<file path="src/clps_div.sv">
// Restoring divider, one quotient bit per cycle.
// No dependencies.
module clps_div #(
    parameter int NUM_W = 24,
    parameter int DEN_W = 16
) (
    input  logic             clk,
    input  logic             rst_n,
    input  logic             go,
    input  logic [NUM_W-1:0] num,
    input  logic [DEN_W-1:0] den,
    output logic             done,
    output logic [NUM_W-1:0] quot
);
    localparam int CNT_W = $clog2(NUM_W + 1);

    logic [NUM_W-1:0] num_reg;
    logic [NUM_W-1:0] quot_reg;
    logic [DEN_W-1:0] den_reg;
    logic [DEN_W-1:0] rem_reg;
    logic [CNT_W-1:0] cnt_reg;
    logic             run_reg;
    logic             done_reg;
    logic [DEN_W:0]   trial;
    logic             fits;

    assign trial = {rem_reg, num_reg[NUM_W-1]};
    assign fits  = trial >= {1'b0, den_reg};

    always_ff @(posedge clk or negedge rst_n)
    begin
        if (!rst_n)
        begin
            run_reg  <= 1'b0;
            done_reg <= 1'b0;
            cnt_reg  <= '0;
        end
        else
        begin
            done_reg <= 1'b0;
            if (go)
            begin
                run_reg <= 1'b1;
                cnt_reg <= '0;
            end
            else if (run_reg)
            begin
                cnt_reg <= cnt_reg + 1'b1;
                if (cnt_reg == CNT_W'(NUM_W - 1))
                begin
                    run_reg  <= 1'b0;
                    done_reg <= 1'b1;
                end
            end
        end
    end

    always_ff @(posedge clk)
    begin
        if (go)
        begin
            num_reg  <= num;
            den_reg  <= den;
            rem_reg  <= '0;
            quot_reg <= '0;
        end
        else if (run_reg)
        begin
            num_reg  <= {num_reg[NUM_W-2:0], 1'b0};
            quot_reg <= {quot_reg[NUM_W-2:0], fits};
            rem_reg  <= fits ? DEN_W'(trial - {1'b0, den_reg}) : trial[DEN_W-1:0];
        end
    end

    assign done = done_reg;
    assign quot = quot_reg;
endmodule

</file>
<file path="config.mk">
export PLATFORM = sky130hd
export DESIGN_NAME = clps_div
export DESIGN_NICKNAME = d
export VERILOG_FILES = /design/src/clps_div.sv
export SDC_FILE = /design/constraint.sdc
export NUM_CORES = 1
export LEC_CHECK = 0
export BUFFER_PORTS_ARGS = -buffer_cell sky130_fd_sc_hd__buf_2
export CORE_ASPECT_RATIO = 0.5
export CORE_UTILIZATION = 56
export CTS_CLUSTER_SIZE = 8
export DETAILED_ROUTE_END_ITERATION = 8
export HOLD_SLACK_MARGIN = 0.12
export PLACE_DENSITY = 0.87
export SLEW_MARGIN = 5
export SYNTH_ARGS = -nofsm -noshare
export SYNTH_HDL_FRONTEND = slang
export SYNTH_SLANG_ARGS = --single-unit
</file>
<file path="constraint.sdc">
create_clock -name clk -period 3.15 [get_ports clk]
set_input_delay 0.4725 -clock clk [delete_from_list [all_inputs] [get_ports clk]]
set_output_delay 0.4725 -clock clk [all_outputs]
set_load 0.02 [all_outputs]
</file>
=== Word level (Yosys, flattened, before mapping) ===
Index checks and enable logic that the tools add are counted.

* Input port bits: 43
* Bits in registers: 87
* Output and inout port bits: 25
* Logic and storage cells: 23

* Magnitude comparators: 1
* Eq/ne operators: 1
* Multiplexer cells: 11
* Reduce and logical (&&, ||, !) cells: 1
* $add $sub $neg: 2

{| class="wikitable"
|+ Operators with widths
! operator !! count
|-
| 24-bit two-way mux || 2
|-
| 17-bit by 16-bit greater-or-equal comparator with 1-bit output || 1
|-
| 16-bit two-way mux || 1
|-
| 16-bit subtractor || 1
|-
| 5-bit two-way mux || 2
|-
| 1-bit two-way mux || 6
|-
| 5-bit by 1-bit adder with 5-bit output, second input constant || 1
|-
| 5-bit equality test, second input constant || 1
|-
| 2-bit nonzero test || 1
|}

=== Longest topological paths before layout ===
* Word-level depth: 4
* Gate-level depth with buffers: 12
* Mapped depth without buffers: 10

=== Worst setup path before layout ===
No wires, ideal clock.

* Path type: reg-to-reg
* From: register den_reg[4]
* To: register rem_reg[0]
* Setup time: 0.079 ns
* Period minus slack after synthesis: 2.319 ns
* Buffers on the path: 1
* Slack: 0.831 ns
* Cell stages (with the launch flop): 11
* Data required time: 3.071 ns
* Arrival: 2.240 ns
* Cells stage by stage: edfxtp_1 inv_1 ha_1 a21o_1 a211o_1 o211ai_2 o21bai_2 o21a_1 buf_6 mux2_4 a211oi_2

* Longest elaborated chain between the ends: 2

{| class="wikitable"
|+ RTL lines
! item !! line !! source
|-
| start, declared || 19 || <nowiki>logic [DEN_W-1:0] den_reg;</nowiki>
|-
| start signal, assigned || 63 || <nowiki>den_reg <= den;</nowiki>
|-
| 17-bit by 16-bit greater-or-equal comparator with 1-bit output || 28 || <nowiki>assign fits = trial >= {1'b0, den_reg};</nowiki>
|-
| 16-bit two-way mux || 71 || <nowiki>rem_reg <= fits ? DEN_W'(trial - {1'b0, den_reg}) : trial[DEN_W-1:0];</nowiki>
|-
| end signal, assigned || 71 ||
|-
| end, declared || 20 || <nowiki>logic [DEN_W-1:0] rem_reg;</nowiki>
|}

No other way between the ends.
A chain may end at the register's enable or synchronous reset.

=== Worst setup path in the final report ===
* From: register den_reg[9]
* To: register rem_reg[1]

Same word-level chain as after synthesis.

==> results.cfg <==
[setup_path]
r2r_slack_ns = 0.49
r2r-start = den_reg[9]
cp_cell_sequence = inv_1 -> ha_1 -> nand4_1 -> nor2_1 -> a21oi_1 -> a21oi_1 -> o21a_1 -> buf_4 -> mux2_2 -> o21ai_0
crit_slowest_cell = ha_1
critPathTopFamily = compound AO/OA/AOI/OAI gates
cp-end-kind = flop
crit_buf_inv = 2
setup.worst_path.end = rem_reg[1]
max_stage_delay_ns = 0.45
crit_required_ns = 3.41
crit_cells = 10
crit_type = flop to flop
startpoint_type = flop
r2r_end = rem_reg[1]
cp_common_cell = a21oi_1
worstPathArrival_ns = 2.92
cp_max_fo = 10
ff2ff_path_depth = 10
crit_start = den_reg[9]

[logic_synthesis]
ys_seq_elements = 87
syn_area_per_cell_um2 = 10.9
synth_area_leaders = edfxtp_1 (29%), dfxtp_1 (19%), mux2i_1 (8.8%)
synth_ff_type = edfxtp_1
ys_warn_count = 0
synth_cells = 388
synth_area_leader_cell = edfxtp_1
synth.top_cell.area_share = 0.285
synth_edf_count = 40
syn-cell-area_mm2 = 0.00421
syn_nets = 449
synth-seq-area-share = 0.517
synth.distinct_cells = 46
synthArstFlopShare = 0.0805

[routing]
routed_via_density = 5.52
ant_nets = 0
wl_per_cell_um = 15.3
num_vias = 3036
wirelength_um = 8400
drtPass1Iterations = 5
drcViolationCount = 0
drt-initial-drc-count = 305

[clock_network]
clock_path_buffers = 2
cts_buffers = 9
clock_latency_ns = 0.34
cts_root_buf = clkbuf_16
cts_sinks = 87
tritoncts = built
htree_levels = 3
cts.clk_slew.worst_paths_ns = 0.06
ctsResizeCount = 0

[timing]
rsz0062_at_grt = no
hold_viol = 0
finClkSkew_ns = 0.00614
drv_slew = 0
period_share = 0.844
relSlewSlack = 0.398
tns_ns = 0
hold_ws_ns = 0.311
worst_pin_slew_ns = 0.903
finalSetupViolCount = 0
fmax_mhz = 376
fin_crit_ns = 2.66

[global_routing]
gr-total-overflow = 0
antenna_found_initial = 0
grt_pass1_wl_um = 14000
track_usage = 0.228
grt_start_max_net_pins = 81
grt_pass1_vias = 2937

[finish]
fin_nets = 514
layout_common_cells = buf_2 (67), nor2_1 (54), edfxtp_1 (40), dfxtp_1 (40), mux2i_1 (37)
area_delta_synth_final_pct = 16.7
final_cells = 550
fin_util = 0.705
drive_above_1_share = 0.253
fin_area_mm2 = 0.00491
diodes = 0
final_common_cell = buf_2

[floorplanning]
die_area_mm2 = 0.00789
ios = 68
chipWidth_um = 125
core_area_mm2 = 0.00696
row_count = 21
start_util = 0.605
die_h_um = 63.3

[worst_hold_path]
min_path_cells = 1
hold_class = input port to flop

[place]
portBuffers = 67
gp_congestion = 0.943
dp_hpwl_um = 5740
placed_cell_area_mm2 = 0.00461
dp_cells = 533

[pwr]
peakVddDrop_v = 0.000295
power.density_mw_per_mm2 = 514
p_leak_nw = 2.29
internal-power_mw = 1.96
p_comb_frac = 0.086
swShare = 0.222
power.switching_uw = 560
p_clk_frac = 0.413
seqPwrFrac = 0.501

[run]
drv_cap = 0

[status]
status = finished clean
==> through the flow <==
step | setup WS (ns) | total power [mW]
final | 0.491 | 2.52
after detailed placement | 0.520 | 1.50
after global routing | 0.316 | 2.61
after floorplan | 0.831 | 1.43
after global placement | 0.625 | 1.49
after CTS | 0.512 | 2.54
==> metal layers <==
metal  up-vias  GRT usage  share of wire
met5         -          0              0
li1       1507          -              -
met3        12     0.0646          0.064
met4         0     0.0738          0.012
met2        89      0.375           0.48
met1      1428      0.292           0.44
==> logic make-up (layout without fill, tap and decap cells) <==
group | count (synthesis) | in the layout | share of synthesized area
mux | 62 | 62 | 0.156
xor+xnor | 16 | 16 | 0.0333
compound gates | 56 | 56 | 0.0871
buf+inv | 42 | 112 | 0.0416
flops | 87 | 87 | 0.517
simple gates | 107 | 107 | 0.110
fa+ha+maj | 18 | 18 | 0.0553
==> worst min path at each step <==
stage / start / to / slack, ns
detailed placement: rst_n / done / 0.32
global placement: rst_n / done / 0.31
finish: den[12] / den_reg[12] / 0.31
CTS: den[13] / den_reg[13] / 0.30
floorplan: rst_n / cnt_reg[0] / 0.18
global route: den[12] / den_reg[12] / 0.30
==> power groups by stage <==
stage / logic (mW) / registers, mW / clock network, mW
floorplan: 0.149 / 1.28 / 0
global placement: 0.205 / 1.28 / 0
detailed placement: 0.211 / 1.29 / 0
CTS: 0.216 / 1.26 / 1.06
global route: 0.240 / 1.27 / 1.10
finish: 0.218 / 1.26 / 1.04
==> synth_stat cells, drive strengths merged (2+ instances only) <==
library cell	instances
nor2	54
a21o	3
edfxtp	40
mux2	25
nand4	4
nor3	7
nand2b	4
dfxtp	40
mux2i	37
buf	8
xor2	10
a21oi	18
o211ai	3
clkbuf	11
inv	23
dfrtp	7
ha	17
o21ai	12
nand2	24
a211oi	9
nand3	6
nor4	2
xnor2	6
==> area by class of cell <==
class	instances	area (µm²)
clock buffers	12	236
repair buffers	73	383
flip-flops and latches	87	2180
well taps	92	115
multi-input cells	259	1860
fillers	493	2050
inverters	23	86.3
clock inverters	4	55.1
==> worst reg2reg max path, cell delays in order, from the launching register on <==
cell and delay (ns):
edfxtp_1 0.32, inv_1 0.04, ha_1 0.45, nand4_1 0.24
nor2_1 0.24, a21oi_1 0.12, a21oi_1 0.17, o21a_1 0.28
buf_4 0.26, mux2_2 0.35, o21ai_0 0.13
==> timing repair <==
item	in CTS	in global routing
setup buffers	0	0
hold buffers	1	0
endpoints found under the hold margin	7	0
Power figures use the tool's default switching activity.
